===== src/bgrf_pkg.sv =====
// shared types and constants of the burst group receive feedback block
package bgrf_pkg;

  localparam int CNT_W = 13;
  localparam int TOT_W = 27;
  localparam int CAP_W = 21;
  localparam int ICNT_W = 5;

  localparam logic [1:0] KIND_ACK = 2'd0;
  localparam logic [1:0] KIND_SUM = 2'd1;
  localparam logic [1:0] KIND_INTV = 2'd2;

  typedef struct packed {
    logic take;
    logic store;
    logic open;
    logic close;
    logic calc_start;
    logic calc_step;
    logic load_ack;
    logic load_sum;
    logic load_intv;
    logic last;
  } dp_cmd_t;

  typedef struct packed {
    logic cur_zero;
    logic gid_match;
    logic count_zero;
    logic out_free;
    logic calc_done;
    logic cnt_zero;
    logic intv_last;
  } dp_stat_t;

endpackage


===== src/bgrf_ctrl.sv =====
// controller state machine sequencing acks, summaries and interval results
module bgrf_ctrl (
  input  logic               clk,
  input  logic               rst,
  input  logic               in_valid,
  output logic               in_stall,
  input  logic               group_end,
  input  bgrf_pkg::dp_stat_t stat,
  output bgrf_pkg::dp_cmd_t  cmd
);

  localparam logic [2:0] S_IDLE = 3'd0;
  localparam logic [2:0] S_CINIT = 3'd1;
  localparam logic [2:0] S_CALC = 3'd2;
  localparam logic [2:0] S_SUM = 3'd3;
  localparam logic [2:0] S_INTV = 3'd4;
  localparam logic [2:0] S_ACK = 3'd5;

  logic [2:0] state, state_next;
  logic pre, pre_next;
  logic openf, openf_next;
  logic end_l, end_l_next;

  assign in_stall = (state != S_IDLE);

  always_comb begin
    state_next = state;
    pre_next = pre;
    openf_next = openf;
    end_l_next = end_l;
    cmd = '0;
    unique case (state)
      S_IDLE: begin
        if (in_valid) begin
          cmd.take = 1'b1;
          end_l_next = group_end;
          if (!stat.cur_zero && !stat.gid_match && !stat.count_zero) begin
            // old group feedback goes out before the ack
            pre_next = 1'b1;
            openf_next = 1'b0;
            state_next = S_CINIT;
          end else begin
            pre_next = 1'b0;
            openf_next = stat.cur_zero | !stat.gid_match;
            state_next = S_ACK;
          end
        end
      end
      S_ACK: begin
        if (stat.out_free) begin
          cmd.load_ack = 1'b1;
          cmd.store = 1'b1;
          cmd.open = openf;
          cmd.last = !end_l;
          pre_next = 1'b0;
          state_next = end_l ? S_CINIT : S_IDLE;
        end
      end
      S_CINIT: begin
        cmd.calc_start = 1'b1;
        state_next = S_CALC;
      end
      S_CALC: begin
        if (stat.calc_done) begin
          state_next = S_SUM;
        end else begin
          cmd.calc_step = 1'b1;
        end
      end
      S_SUM: begin
        if (stat.out_free) begin
          cmd.load_sum = 1'b1;
          cmd.last = !pre && stat.cnt_zero;
          if (!stat.cnt_zero) begin
            state_next = S_INTV;
          end else if (pre) begin
            openf_next = 1'b1;
            state_next = S_ACK;
          end else begin
            cmd.close = 1'b1;
            state_next = S_IDLE;
          end
        end
      end
      S_INTV: begin
        if (stat.out_free) begin
          cmd.load_intv = 1'b1;
          cmd.last = !pre && stat.intv_last;
          if (stat.intv_last) begin
            if (pre) begin
              openf_next = 1'b1;
              state_next = S_ACK;
            end else begin
              cmd.close = 1'b1;
              state_next = S_IDLE;
            end
          end
        end
      end
      default: begin
        state_next = S_IDLE;
      end
    endcase
  end

  always_ff @(posedge clk) begin
    if (rst) begin
      state <= S_IDLE;
      pre <= 1'b0;
      openf <= 1'b0;
      end_l <= 1'b0;
    end else begin
      state <= state_next;
      pre <= pre_next;
      openf <= openf_next;
      end_l <= end_l_next;
    end
  end

endmodule


===== src/bgrf_dp.sv =====
// datapath: group statistics, interval counting and the output register
module bgrf_dp #(
  parameter int MAX_PACKETS = 2048,
  parameter int MAX_INTERVALS = 16
) (
  input  logic               clk,
  input  logic               rst,
  input  bgrf_pkg::dp_cmd_t  cmd,
  output bgrf_pkg::dp_stat_t stat,
  input  logic               cfg_we,
  input  logic [15:0]        cfg_data,
  output logic [15:0]        interval_size,
  input  logic [31:0]        grp_id,
  input  logic [15:0]        pkt_seq,
  input  logic [15:0]        pkt_len,
  input  logic [63:0]        receive_time_us,
  output logic               out_valid,
  input  logic               out_stall,
  output logic [1:0]         kind,
  output logic [15:0]        ack_seq,
  output logic [63:0]        first_time_us,
  output logic [63:0]        last_time_us,
  output logic [31:0]        fb_group_id,
  output logic [11:0]        packet_total,
  output logic [15:0]        low_pkt_len,
  output logic [20:0]        grp_bytes,
  output logic [4:0]         intv_cnt,
  output logic [4:0]         interval_index,
  output logic [15:0]        interval_bytes,
  output logic               last
);

  localparam logic [bgrf_pkg::CNT_W-1:0] MAX_CNT = bgrf_pkg::CNT_W'(MAX_PACKETS);
  localparam logic [bgrf_pkg::CAP_W-1:0] NINT = bgrf_pkg::CAP_W'(MAX_INTERVALS);

  // latched transaction
  logic [31:0] gid_l;
  logic [15:0] seq_l;
  logic [15:0] psize_l;
  logic [63:0] time_l;

  // group state
  logic [31:0] current_group;
  logic [bgrf_pkg::CNT_W-1:0] stored_count;
  logic [bgrf_pkg::TOT_W-1:0] total_bytes;
  logic [15:0] low_seq, low_seq_size, high_seq;
  logic [63:0] low_seq_time, high_seq_time;

  // interval counting
  logic [bgrf_pkg::CAP_W-1:0] tot, rem, rem2;
  logic [bgrf_pkg::ICNT_W-1:0] cnt, k;

  logic [bgrf_pkg::CNT_W-1:0] eff_count;
  logic [bgrf_pkg::TOT_W-1:0] eff_total;
  logic [bgrf_pkg::CAP_W-1:0] cap, tot_calc, size_w;
  logic [15:0] intv_val;

  assign size_w = bgrf_pkg::CAP_W'(interval_size);
  assign cap = NINT * size_w;
  assign tot_calc = (total_bytes < bgrf_pkg::TOT_W'(cap)) ?
                    bgrf_pkg::CAP_W'(total_bytes) : cap;
  assign eff_count = cmd.open ? '0 : stored_count;
  assign eff_total = cmd.open ? '0 : total_bytes;
  assign intv_val = (rem2 > size_w) ? interval_size : rem2[15:0];

  assign stat.cur_zero = (current_group == 32'd0);
  assign stat.gid_match = (current_group == grp_id);
  assign stat.count_zero = (stored_count == '0);
  assign stat.out_free = !out_valid || !out_stall;
  assign stat.calc_done = (rem == '0) || (interval_size == 16'd0);
  assign stat.cnt_zero = (cnt == '0);
  assign stat.intv_last = (k == cnt - 5'd1);

  always_ff @(posedge clk) begin
    if (rst) begin
      interval_size <= 16'd4096;
    end else if (cfg_we) begin
      interval_size <= cfg_data;
    end
  end

  always_ff @(posedge clk) begin
    if (cmd.take) begin
      gid_l <= grp_id;
      seq_l <= pkt_seq;
      psize_l <= pkt_len;
      time_l <= receive_time_us;
    end
  end

  always_ff @(posedge clk) begin
    if (rst) begin
      current_group <= '0;
      stored_count <= '0;
      total_bytes <= '0;
      low_seq <= '0;
      low_seq_time <= '0;
      low_seq_size <= '0;
      high_seq <= '0;
      high_seq_time <= '0;
    end else if (cmd.close) begin
      current_group <= '0;
      stored_count <= '0;
      total_bytes <= '0;
      low_seq <= '0;
      low_seq_time <= '0;
      low_seq_size <= '0;
      high_seq <= '0;
      high_seq_time <= '0;
    end else if (cmd.store) begin
      if (cmd.open) begin
        current_group <= gid_l;
        stored_count <= '0;
        total_bytes <= '0;
      end
      if (eff_count < MAX_CNT) begin
        if (eff_count == '0) begin
          low_seq <= seq_l;
          low_seq_time <= time_l;
          low_seq_size <= psize_l;
          high_seq <= seq_l;
          high_seq_time <= time_l;
        end else begin
          if (seq_l < low_seq) begin
            low_seq <= seq_l;
            low_seq_time <= time_l;
            low_seq_size <= psize_l;
          end
          if (seq_l > high_seq) begin
            high_seq <= seq_l;
            high_seq_time <= time_l;
          end
        end
        stored_count <= eff_count + 1'b1;
        total_bytes <= eff_total + bgrf_pkg::TOT_W'(psize_l);
      end
    end
  end

  // count intervals by repeated subtraction, one interval per cycle
  always_ff @(posedge clk) begin
    if (cmd.calc_start) begin
      tot <= tot_calc;
      rem <= tot_calc;
      cnt <= '0;
    end else if (cmd.calc_step) begin
      rem <= (rem > size_w) ? rem - size_w : '0;
      cnt <= cnt + 1'b1;
    end
    if (cmd.load_sum) begin
      rem2 <= tot;
      k <= '0;
    end else if (cmd.load_intv) begin
      rem2 <= rem2 - bgrf_pkg::CAP_W'(intv_val);
      k <= k + 1'b1;
    end
  end

  always_ff @(posedge clk) begin
    if (rst) begin
      out_valid <= 1'b0;
    end else if (cmd.load_ack || cmd.load_sum || cmd.load_intv) begin
      out_valid <= 1'b1;
    end else if (!out_stall) begin
      out_valid <= 1'b0;
    end
  end

  always_ff @(posedge clk) begin
    if (cmd.load_ack || cmd.load_sum || cmd.load_intv) begin
      kind <= bgrf_pkg::KIND_ACK;
      ack_seq <= '0;
      first_time_us <= '0;
      last_time_us <= '0;
      fb_group_id <= '0;
      packet_total <= '0;
      low_pkt_len <= '0;
      grp_bytes <= '0;
      intv_cnt <= '0;
      interval_index <= '0;
      interval_bytes <= '0;
      last <= cmd.last;
      if (cmd.load_ack) begin
        ack_seq <= seq_l;
        first_time_us <= time_l;
      end else if (cmd.load_sum) begin
        kind <= bgrf_pkg::KIND_SUM;
        first_time_us <= low_seq_time;
        last_time_us <= high_seq_time;
        fb_group_id <= current_group;
        packet_total <= stored_count[11:0];
        low_pkt_len <= low_seq_size;
        grp_bytes <= tot;
        intv_cnt <= cnt;
      end else begin
        kind <= bgrf_pkg::KIND_INTV;
        fb_group_id <= current_group;
        interval_index <= k;
        interval_bytes <= intv_val;
      end
    end
  end

endmodule


===== src/burst_group_receive_feedback.sv =====
// top level of the burst group receive feedback block
// Each packet transaction yields an ack; a change of group or a group end also
// yields a summary and one result per byte interval. A plain packet is accepted,
// then its ack is loaded. For feedback, the interval count n is found by
// repeated subtraction of the interval size, one step per cycle, then the summary
// and n interval results leave one per cycle. Output stalls lengthen every result load.
// Config writes must only be made while the block is idle.
module burst_group_receive_feedback #(
  parameter int MAX_PACKETS = 2048,
  parameter int MAX_INTERVALS = 16
) (
  input  logic        clk,
  input  logic        rst,
  input  logic        psel,
  input  logic        penable,
  input  logic        pwrite,
  input  logic [0:0]  paddr,
  input  logic [31:0] pwdata,
  output logic [31:0] prdata,
  output logic        pready,
  input  logic        in_valid,
  output logic        in_stall,
  input  logic [31:0] grp_id,
  input  logic [15:0] pkt_seq,
  input  logic [15:0] pkt_len,
  input  logic        group_end,
  input  logic [63:0] receive_time_us,
  output logic        out_valid,
  input  logic        out_stall,
  output logic [1:0]  kind,
  output logic [15:0] ack_seq,
  output logic [63:0] first_time_us,
  output logic [63:0] last_time_us,
  output logic [31:0] fb_group_id,
  output logic [11:0] packet_total,
  output logic [15:0] low_pkt_len,
  output logic [20:0] grp_bytes,
  output logic [4:0]  intv_cnt,
  output logic [4:0]  interval_index,
  output logic [15:0] interval_bytes,
  output logic        last
);

  bgrf_pkg::dp_cmd_t cmd;
  bgrf_pkg::dp_stat_t stat;
  logic cfg_we;
  logic [15:0] interval_size;

  assign pready = 1'b1;
  assign cfg_we = psel && penable && pwrite && (paddr == 1'b0);
  assign prdata = (paddr == 1'b0) ? {16'd0, interval_size} : 32'd0;

  bgrf_ctrl u_ctrl (
    .clk       (clk),
    .rst       (rst),
    .in_valid  (in_valid),
    .in_stall  (in_stall),
    .group_end (group_end),
    .stat      (stat),
    .cmd       (cmd)
  );

  bgrf_dp #(
    .MAX_PACKETS   (MAX_PACKETS),
    .MAX_INTERVALS (MAX_INTERVALS)
  ) u_dp (
    .clk               (clk),
    .rst               (rst),
    .cmd               (cmd),
    .stat              (stat),
    .cfg_we            (cfg_we),
    .cfg_data          (pwdata[15:0]),
    .interval_size     (interval_size),
    .grp_id            (grp_id),
    .pkt_seq           (pkt_seq),
    .pkt_len           (pkt_len),
    .receive_time_us   (receive_time_us),
    .out_valid         (out_valid),
    .out_stall         (out_stall),
    .kind              (kind),
    .ack_seq           (ack_seq),
    .first_time_us     (first_time_us),
    .last_time_us      (last_time_us),
    .fb_group_id       (fb_group_id),
    .packet_total      (packet_total),
    .low_pkt_len       (low_pkt_len),
    .grp_bytes         (grp_bytes),
    .intv_cnt          (intv_cnt),
    .interval_index    (interval_index),
    .interval_bytes    (interval_bytes),
    .last              (last)
  );

endmodule


===== config.mk =====
export PLATFORM = sky130hd
export DESIGN_NAME = burst_group_receive_feedback
export DESIGN_NICKNAME = d
export VERILOG_FILES = /design/src/bgrf_pkg.sv /design/src/bgrf_ctrl.sv /design/src/bgrf_dp.sv /design/src/burst_group_receive_feedback.sv
export SDC_FILE = /design/constraint.sdc
export NUM_CORES = 1
export LEC_CHECK = 0
export BUFFER_PORTS_ARGS = -buffer_cell sky130_fd_sc_hd__buf_2
export CAP_MARGIN = 20
export CORE_MARGIN = 1.5
export CORE_UTILIZATION = 45
export DETAILED_ROUTE_END_ITERATION = 12
export GPL_TIMING_DRIVEN = 0
export HOLD_SLACK_MARGIN = 0.02
export PLACE_DENSITY = 0.68
export SKIP_LAST_GASP = 1
export SYNTH_ARGS = -nofsm -noshare
export SYNTH_HDL_FRONTEND = slang
export SYNTH_SLANG_ARGS = --single-unit

===== constraint.sdc =====
create_clock -name clk -period 10.7 [get_ports clk]
set_input_delay 1.07 -clock clk [delete_from_list [all_inputs] [get_ports clk]]
set_output_delay 1.07 -clock clk [all_outputs]
set_load 0.02 [all_outputs]

==> flow_summary.toml, run 1 <==
[clock_tree]
post-cts-setup-buffers = 0
clk_pin_slew_ns = 0.06
holdBufCountCts = 0
cts_made_buffers = 79
htree_levels = 3
cts.path.max_buffers = 3
clockRootBuffer = "sky130_fd_sc_hd__clkbuf_16"
worst_skew_late_latency_ns = 0.63
post_cts_resize_count = 0
tritoncts_num_sinks = 726
cts_tree = "built"

[floorplan]
initial_core_util = 0.454
chipHeight_microns = 268
design.core.area_sq_um = 69800
ioPinCount = 458
dieWidth_microns = 268
fp.dieArea_sq_um = 72000
rows = 97

[worst_hold_path]
min_path_type = "reg2reg"
whs_path_depth = 2

[logic_synthesis]
post_synthesis_compound_gate_area_fraction = 0.0851
synthCells = 2771
share_of_cell_area_taken_by_muxes_after_synthesis = 0.0623
synthXorXnorAreaFrac = 0.0271
dominantRegCellSynth = "sky130_fd_sc_hd__edfxtp_1"
synth_simple_gate_area_share = 0.148
number_of_enable_flip_flop_cells_after_synthesis = 445
mappedNetlistArea_sq_um = 31700
number_of_flip_flops_and_latches_in_the_synthesized_netlist = 726
yosys.cell_types.count = 81
dominant_combinational_cell_family_by_area_after_synthesis = "simple AND/OR/NAND/NOR gates"
post_synth.cell_area_avg_sq_um = 11.4
synth_adder_area_share = 0.0469
synthArstFlopShare = 0
yosys_warnings = 0
fraction_of_the_yosys_area_taken_by_sequential_cells = 0.600

[global_route]
antenna_found_initial = 11
grt_pass1_vias = 21776
grt_first_pass_wirelength_mm = 130
largest_net_degree_at_the_start_of_global_routing = 71
gr_usage_total = 0.240
sum_of_overflow_across_all_layers_after_global_routing = 0

[timing]
period_needed_ns = 5.69
max_slew.worst_pin.slew_ns = 1.13
worst_clock_skew_ns = 0.0174
fin_crit_sh = 0.532
finalHoldViolCount = 0
setup-violations-final = 0
max-slew-margin-rel = 0.246
slew_violations = 0
setup_repair_after_global_routing_missed_its_margin = "false"
highest_achievable_clock_rate_mhz = 176

[power]
internal_power_w = 0.00680
power.share.switching = 0.365
power.density_cell_area_nw_per_um2 = 282
power.combinational.fraction = 0.331
p_leak_nw = 15.1
pwr-share-clk = 0.257
total_power_w = 0.0107
vdd.ir_drop.worst_mv = 0.194
switchingPower_w = 0.00391
sequential_share_of_power = 0.412

[setup_path]
worst-path-max-fanout = 10
slowest_delay_ns = 0.48
ff2ff_path_depth = 22
path_type_of_the_worst_setup_path = "reg2reg"
max_stage_delay_cell_worst_path = "sky130_fd_sc_hd__buf_1"
worstSetupEndpointType = "flip-flop"
worstPathArrival_ns = 6.06
critical_path.cell_chain = "inv_1, ha_1, a21o_1, a31oi_1, nand4b_1, a211oi_4, or2_0, clkbuf_1, buf_1, nor2_1, a21oi_1, inv_1, fa_1, nand2b_1, a21oi_1, o211ai_1, nand2_1, o211a_1, o41ai_4, a21oi_2, mux2i_1, nand3b_1"
worstPathRequired_ns = 11.07
critPathLaunchType = "flip-flop"

[detailed_routing]
drt_drc_violations_left = 0
drt_pre_antenna_iters = 8
drt-initial-drc-count = 1622
vias = 22726
viasPerCell = 5.26
antenna_violating_nets_post_route = 0
drt_wl_total_mm = 88.0
route.detailed.wl_per_inst_microns = 20.4

[final_layout]
postLayoutCellArea_sq_um = 38000
final_nets = 3587
area_delta_synth_final_pct = 19.9
layoutNonFillerInstCount = 4320
n_fill_cell = 6045
drive_above_1_share = 0.187
register_cell_area_after_layout_sq_um = 19000
multi_input_gate_area_in_the_final_layout_sq_um = 11800

[job]
cap_violations = 0

[status]
run_status = "finished clean"

[placement]
dp_cells = 4159
port_buffers = 422
place.detailed.hpwl_mm = 64.9
finalWeightedCongestion = 0.924
placed_cell_area_sq_um = 35300
layout make-up:
| type | instances | area share |
|---|---|---|
| sequential | 726 | 0.500 |
| multi-input combinational | 1826 | 0.311 |
| timing repair buffer | 433 | 0.0625 |
| clock buffer | 108 | 0.0590 |
| tap | 940 | 0.0310 |
| buffer | 150 | 0.0171 |
| clock inverter | 40 | 0.0105 |
| inverter | 85 | 0.00840 |
| antenna | 12 | 0.000791 |
registers in the layout, summed over array words and instances, names as in the netlist, 21 cells and up:
register	flops
u_dp.current_group	32
u_dp.fb_group_id	32
u_dp.first_time_us	64
u_dp.gid_l	32
u_dp.grp_bytes	21
u_dp.high_seq_time	64
u_dp.last_time_us	64
u_dp.low_seq_time	64
u_dp.rem	21
u_dp.rem2	21
u_dp.time_l	64
u_dp.tot	21
u_dp.total_bytes	27
cells by family after synthesis:
| logic type | Yosys count |
|---|---|
| simple gates | 1001 |
| flops | 726 |
| compound gates | 397 |
| buf+inv | 235 |
| mux | 195 |
| fa+ha+maj | 117 |
| xor+xnor | 98 |
| other cells | 2 |
power groups by stage:
stage	sequential, W	clock [W]	combinational (W)
3_5_place_dp	0.00446	0	0.00354
3_3_place_gp	0.00463	0	0.00318
2_1_floorplan	0.00506	0	0.00179
6_report	0.00441	0.00275	0.00355
5_1_grt	0.00449	0.00291	0.00388
4_1_cts	0.00441	0.00280	0.00355
Yosys cell counts (24+ instances only):
master                     instances  area share
sky130_fd_sc_hd__o21ai_0          41      0.0065
sky130_fd_sc_hd__a22o_1           66       0.018
sky130_fd_sc_hd__clkbuf_1        106       0.013
sky130_fd_sc_hd__xnor2_1          69       0.019
sky130_fd_sc_hd__and2_1          188       0.037
sky130_fd_sc_hd__nor2_1          157       0.019
sky130_fd_sc_hd__inv_1            85       0.010
sky130_fd_sc_hd__xor2_1           29      0.0080
sky130_fd_sc_hd__nand2_1         465       0.055
sky130_fd_sc_hd__nor3_1           24      0.0038
sky130_fd_sc_hd__edfxtp_1        445        0.42
sky130_fd_sc_hd__a21oi_1         132       0.021
sky130_fd_sc_hd__mux2i_1         179       0.057
sky130_fd_sc_hd__a21o_1           43       0.010
sky130_fd_sc_hd__nor4_1           28      0.0055
sky130_fd_sc_hd__nand4_1          31      0.0061
sky130_fd_sc_hd__dfxtp_1         281        0.18
sky130_fd_sc_hd__ha_1            114       0.045
worst max-delay path, delay by kind of cell (launching register included):
kind	cells	cell delay, ns
compound gates	9	2.07
fa+ha+maj	2	0.81
buf+inv	4	0.96
flops	1	0.44
mux	1	0.23
simple gates	6	0.93
placed cells by master (no fill, tap or decap), types with 18 or more instances in the layout:
| cell | instances |
|---|---|
| sky130_fd_sc_hd__a22o_1 | 66 |
| sky130_fd_sc_hd__nand2_1 | 464 |
| sky130_fd_sc_hd__xor2_1 | 29 |
| sky130_fd_sc_hd__edfxtp_1 | 445 |
| sky130_fd_sc_hd__nor2_1 | 156 |
| sky130_fd_sc_hd__clkbuf_16 | 82 |
| sky130_fd_sc_hd__buf_2 | 438 |
| sky130_fd_sc_hd__nor3_1 | 24 |
| sky130_fd_sc_hd__ha_1 | 114 |
| sky130_fd_sc_hd__a21o_1 | 43 |
| sky130_fd_sc_hd__nand4_1 | 31 |
| sky130_fd_sc_hd__dfxtp_1 | 281 |
| sky130_fd_sc_hd__clkbuf_1 | 122 |
| sky130_fd_sc_hd__a21oi_1 | 132 |
| sky130_fd_sc_hd__mux2i_1 | 179 |
| sky130_fd_sc_hd__o21ai_0 | 41 |
| sky130_fd_sc_hd__nand3_1 | 21 |
| sky130_fd_sc_hd__and2_1 | 188 |
| sky130_fd_sc_hd__conb_1 | 18 |
| sky130_fd_sc_hd__inv_1 | 85 |
| sky130_fd_sc_hd__nor4_1 | 28 |
| sky130_fd_sc_hd__xnor2_1 | 69 |
worst paths after layout:
kind                            slack (ns)                     end                    from
worst max-delay path                  5.01           u_dp.rem2[20]  u_dp.interval_size[14]
worst min-delay path                  0.45  u_dp.high_seq_time[52]  u_dp.high_seq_time[52]
worst max register to register        5.01           u_dp.rem2[20]  u_dp.interval_size[14]
worst min register to register        0.45  u_dp.high_seq_time[52]  u_dp.high_seq_time[52]
routing by layer:
layer	GRT usage	up-vias	part of all wire
li1	-	10856	-
met3	0.0450	134	0.069
met4	0.0763	8	0.025
met2	0.387	753	0.46
met5	0	-	0.00068
met1	0.326	10975	0.44
stage by stage:
stage / setup WS, ns / setup TNS, ns / utilization / hold slack, ns
after global placement: -2.03 / -351.94 / 0.502 / 0.437
final: 5.01 / 0 / 0.544 / 0.449
after detailed placement: 4.80 / 0 / 0.506 / 0.443
after floorplan: 2.76 / 0 / - / 0.430
after global routing: 4.74 / 0 / 0.544 / 0.462
after CTS: 5.19 / 0 / 0.543 / 0.452
Note: power is estimated with default switching activity, not from simulation.
==> run 2, diff against run 1 <==
--- a/config.mk
+++ b/config.mk
@@ -5,6 +5,7 @@
 export SDC_FILE = /design/constraint.sdc
 export NUM_CORES = 1
 export LEC_CHECK = 0
+export ABC_AREA = 1
 export BUFFER_PORTS_ARGS = -buffer_cell sky130_fd_sc_hd__buf_2
 export CAP_MARGIN = 20
 export CORE_MARGIN = 1.5
@@ -12,7 +13,7 @@
 export DETAILED_ROUTE_END_ITERATION = 12
 export GPL_TIMING_DRIVEN = 0
 export HOLD_SLACK_MARGIN = 0.02
-export PLACE_DENSITY = 0.68
+export PLACE_DENSITY = 0.71
 export SKIP_LAST_GASP = 1
 export SYNTH_ARGS = -nofsm -noshare
 export SYNTH_HDL_FRONTEND = slang
==> constraint.sdc (replaced) <==
create_clock -name clk -period 5.01 [get_ports clk]
set_input_delay 0.501 -clock clk [delete_from_list [all_inputs] [get_ports clk]]
set_output_delay 0.501 -clock clk [all_outputs]
set_load 0.02 [all_outputs]
==> run 2 against run 1 <==
  * Combinational power increased by 84%
  * Non-clock buffer count rose by 52
  * Wire length up 2.0%
  * Fmax is 23% higher
  * Die area fell by 1.2%
  * Cell count up 9.4%
  * Worst setup slack lost 4.6 ns
  * First-iteration DRC count up 33%
  * Register-to-register slack got worse by 4.6 ns
  * Clock power up 110%
  * Design area is essentially flat
==> flow_summary.toml, run 2 <==
[status]
run_status = "finished clean"

[timing]
slew_violations = 0
finalHoldViolCount = 0
max_slew.worst_pin.slew_ns = 1.02
highest_achievable_clock_rate_mhz = 216
setup_repair_after_global_routing_missed_its_margin = "true"
final_setup_margin_ns = 0.384
setup-violations-final = 0
totalNegativeSetupSlack_ns = 0
worst_clock_skew_ns = 0.0222
max-slew-margin-rel = 0.317
period_needed_ns = 4.63
fin_crit_sh = 0.923

[worst_hold_path]
min_path_type = "in2reg"
whs_path_depth = 1
worst_hold_startpoint = "receive_time_us[17]"

[job]
cap_violations = 0

[final_layout]
layout_commonest_cell = "sky130_fd_sc_hd__nor2_1"
n_fill_cell = 6002
layout.cells.most_common_list = "507 x sky130_fd_sc_hd__nor2_1, 445 x sky130_fd_sc_hd__edfxtp_1, 433 x sky130_fd_sc_hd__buf_2"
area_delta_synth_final_pct = 21.3
final_nets = 4006
drive_above_1_share = 0.166
layoutNonFillerInstCount = 4724

[global_route]
grt_first_pass_wirelength_mm = 133
gr_usage_total = 0.246
largest_net_degree_at_the_start_of_global_routing = 107
grt_pass1_vias = 23236
sum_of_overflow_across_all_layers_after_global_routing = 0
antenna_found_initial = 8

[logic_synthesis]
synthDominantAreaCellType = "sky130_fd_sc_hd__edfxtp_1"
synth_commonest_cells = "509 x sky130_fd_sc_hd__nor2_1, 445 x sky130_fd_sc_hd__edfxtp_1, 359 x sky130_fd_sc_hd__inv_1, 307 x sky130_fd_sc_hd__a21oi_1, 296 x sky130_fd_sc_hd__o21ai_0"
yosys_warnings = 0
synth_largest_type_area_fraction = 0.427
number_of_flip_flops_and_latches_in_the_synthesized_netlist = 726
number_of_enable_flip_flop_cells_after_synthesis = 445
yosys.cell_types.count = 54
yosysMostFrequentCell = "sky130_fd_sc_hd__nor2_1"
mappedNetlistArea_sq_um = 31300
synthArstFlopShare = 0
fraction_of_the_yosys_area_taken_by_sequential_cells = 0.607
synthCells = 3142
post_synth.cell_area_avg_sq_um = 9.96
netlist_top_cells_area = "sky130_fd_sc_hd__edfxtp_1 43%, sky130_fd_sc_hd__dfxtp_1 18%, sky130_fd_sc_hd__nor2_1 6.1%"
dominantRegCellSynth = "sky130_fd_sc_hd__edfxtp_1"

[detailed_routing]
viasPerCell = 5.23
drt_wl_total_mm = 89.8
drt-initial-drc-count = 2162
antenna_violating_nets_post_route = 0
drt_pre_antenna_iters = 5
drt_drc_violations_left = 0
vias = 24719
route.detailed.wl_per_inst_microns = 19.0

[clock_tree]
htree_levels = 3
worst_skew_late_latency_ns = 0.63
cts_tree = "built"
clockRootBuffer = "sky130_fd_sc_hd__clkbuf_16"
cts.path.max_buffers = 3
clk_pin_slew_ns = 0.06
tritoncts_num_sinks = 726
cts_made_buffers = 79

[setup_path]
max_stage_delay_cell_worst_path = "sky130_fd_sc_hd__clkbuf_1"
regToRegEndpoint = "u_dp.rem2[13]"
critPathBufInv = 3
critPathLaunchType = "flip-flop"
critical_path.endpoint = "u_dp.rem2[13]"
worst-path-max-fanout = 10
worstPathRequired_ns = 5.37
critPathMostFrequentCell = "sky130_fd_sc_hd__nand2_1"
flop2flop_setup_slack_ns = 0.38
critical_path_depth = 25
worstSetupEndpointType = "flip-flop"
slowest_delay_ns = 0.45
regToRegStartpoint = "u_dp.interval_size[15]"
setup.worst_path.start = "u_dp.interval_size[15]"
critPathTopFamily = "simple AND/OR/NAND/NOR gates"
worstPathArrival_ns = 4.98
ff2ff_path_depth = 25
path_type_of_the_worst_setup_path = "reg2reg"

[power]
total_power_w = 0.0213
p_leak_nw = 15.1
power.density_cell_area_nw_per_um2 = 562
vdd.ir_drop.worst_mv = 0.465

[placement]
finalWeightedCongestion = 0.964
place.detailed.hpwl_mm = 66.0
port_buffers = 423
dp_cells = 4521
pre_cts_ws_ns = 0.201

[floorplan]
ioPinCount = 458
chipHeight_microns = 267
initial_core_util = 0.455
fp.dieArea_sq_um = 71100
dieWidth_microns = 267
design.core.area_sq_um = 68700
rows = 96
## run 2: cell types whose count changed in the layout (fill, tap and decap cells not counted), sizes merged, moves of 16 or more
cell,change
a21oi,+175
nor2,+354
nor2b,-17
o21ai,+241
nand2b,-17
xnor2,-36
mux2,-16
dlygate4sd3,+49
nand3,+41
inv,+278
mux2i,-179
a21o,-41
nand2,-178
and2,-184
## run 2: logic make-up (layout without fill, tap and decap cells)
| logic type | count (synthesis) | count (layout) | synth area share |
|---|---|---|---|
| buf+inv | 518 | 1147 | 0.0654 |
| xor+xnor | 51 | 51 | 0.0143 |
| other cells | 2 | 24 | 0.000240 |
| simple gates | 982 | 982 | 0.132 |
| flops | 726 | 726 | 0.607 |
| compound gates | 746 | 746 | 0.134 |
| fa+ha+maj | 117 | 117 | 0.0475 |
## run 2: what timing repair did
item                                    4_1_cts  5_1_grt
endpoints found under the hold margin        49        0
gates resized for setup                       0        5
hold buffers                                 49        0
endpoints found under the setup margin        0        9
buffers inserted                              0        0
## run 2: where the power goes
part | internal [W] | total (W) | leakage, nW | switching, W
Sequential | 0.00834 | 0.00900 | 6.51 | 0.000654
Clock | 0.00334 | 0.00579 | 1.25 | 0.00246
Combinational | 0.00197 | 0.00653 | 7.35 | 0.00455
Total | 0.0137 | 0.0213 | 15.1 | 0.00766
## run 2: cell type report
type,count,area (sq um),area share
Sequential cell,726,19000,0.501
Multi-Input combinational cell,1914,10300,0.272
Timing Repair Buffer,481,2800,0.0738
Clock buffer,106,2170,0.0572
Inverter,364,1370,0.0360
Tap cell,931,1160,0.0307
Buffer,154,682,0.0180
Clock inverter,42,415,0.0110
Antenna cell,6,15.0,0.000396
## run 2: how the worst min path moves through the flow
stage | endpoint | slack [ns]
after floorplan | u_dp.high_seq[0] | 0.43
after CTS | u_dp.seq_l[7] | 0.02
after detailed placement | u_dp.high_seq_time[40] | 0.44
final | u_dp.time_l[17] | 0.06
after global placement | u_dp.high_seq[0] | 0.44
after global routing | u_dp.time_l[34] | 0.03
## run 2: metrics by stage
stage	util	hold slack [ns]	instance area, sq um
after detailed placement	0.507	0.444	34800
after CTS	0.552	0.0200	37900
final	0.552	0.0565	37900
after global placement	0.504	0.439	34600
after floorplan	-	0.428	31300
after global routing	0.552	0.0318	37900
## run 2: routing by layer
layer / vias up / share of wire / global-route usage
li1: 11895 / - / -
met1: 11735 / 0.44 / 0.336
met2: 920 / 0.46 / 0.393
met3: 167 / 0.063 / 0.0321
met4: 2 / 0.037 / 0.106
met5: - / 0.00014 / 0
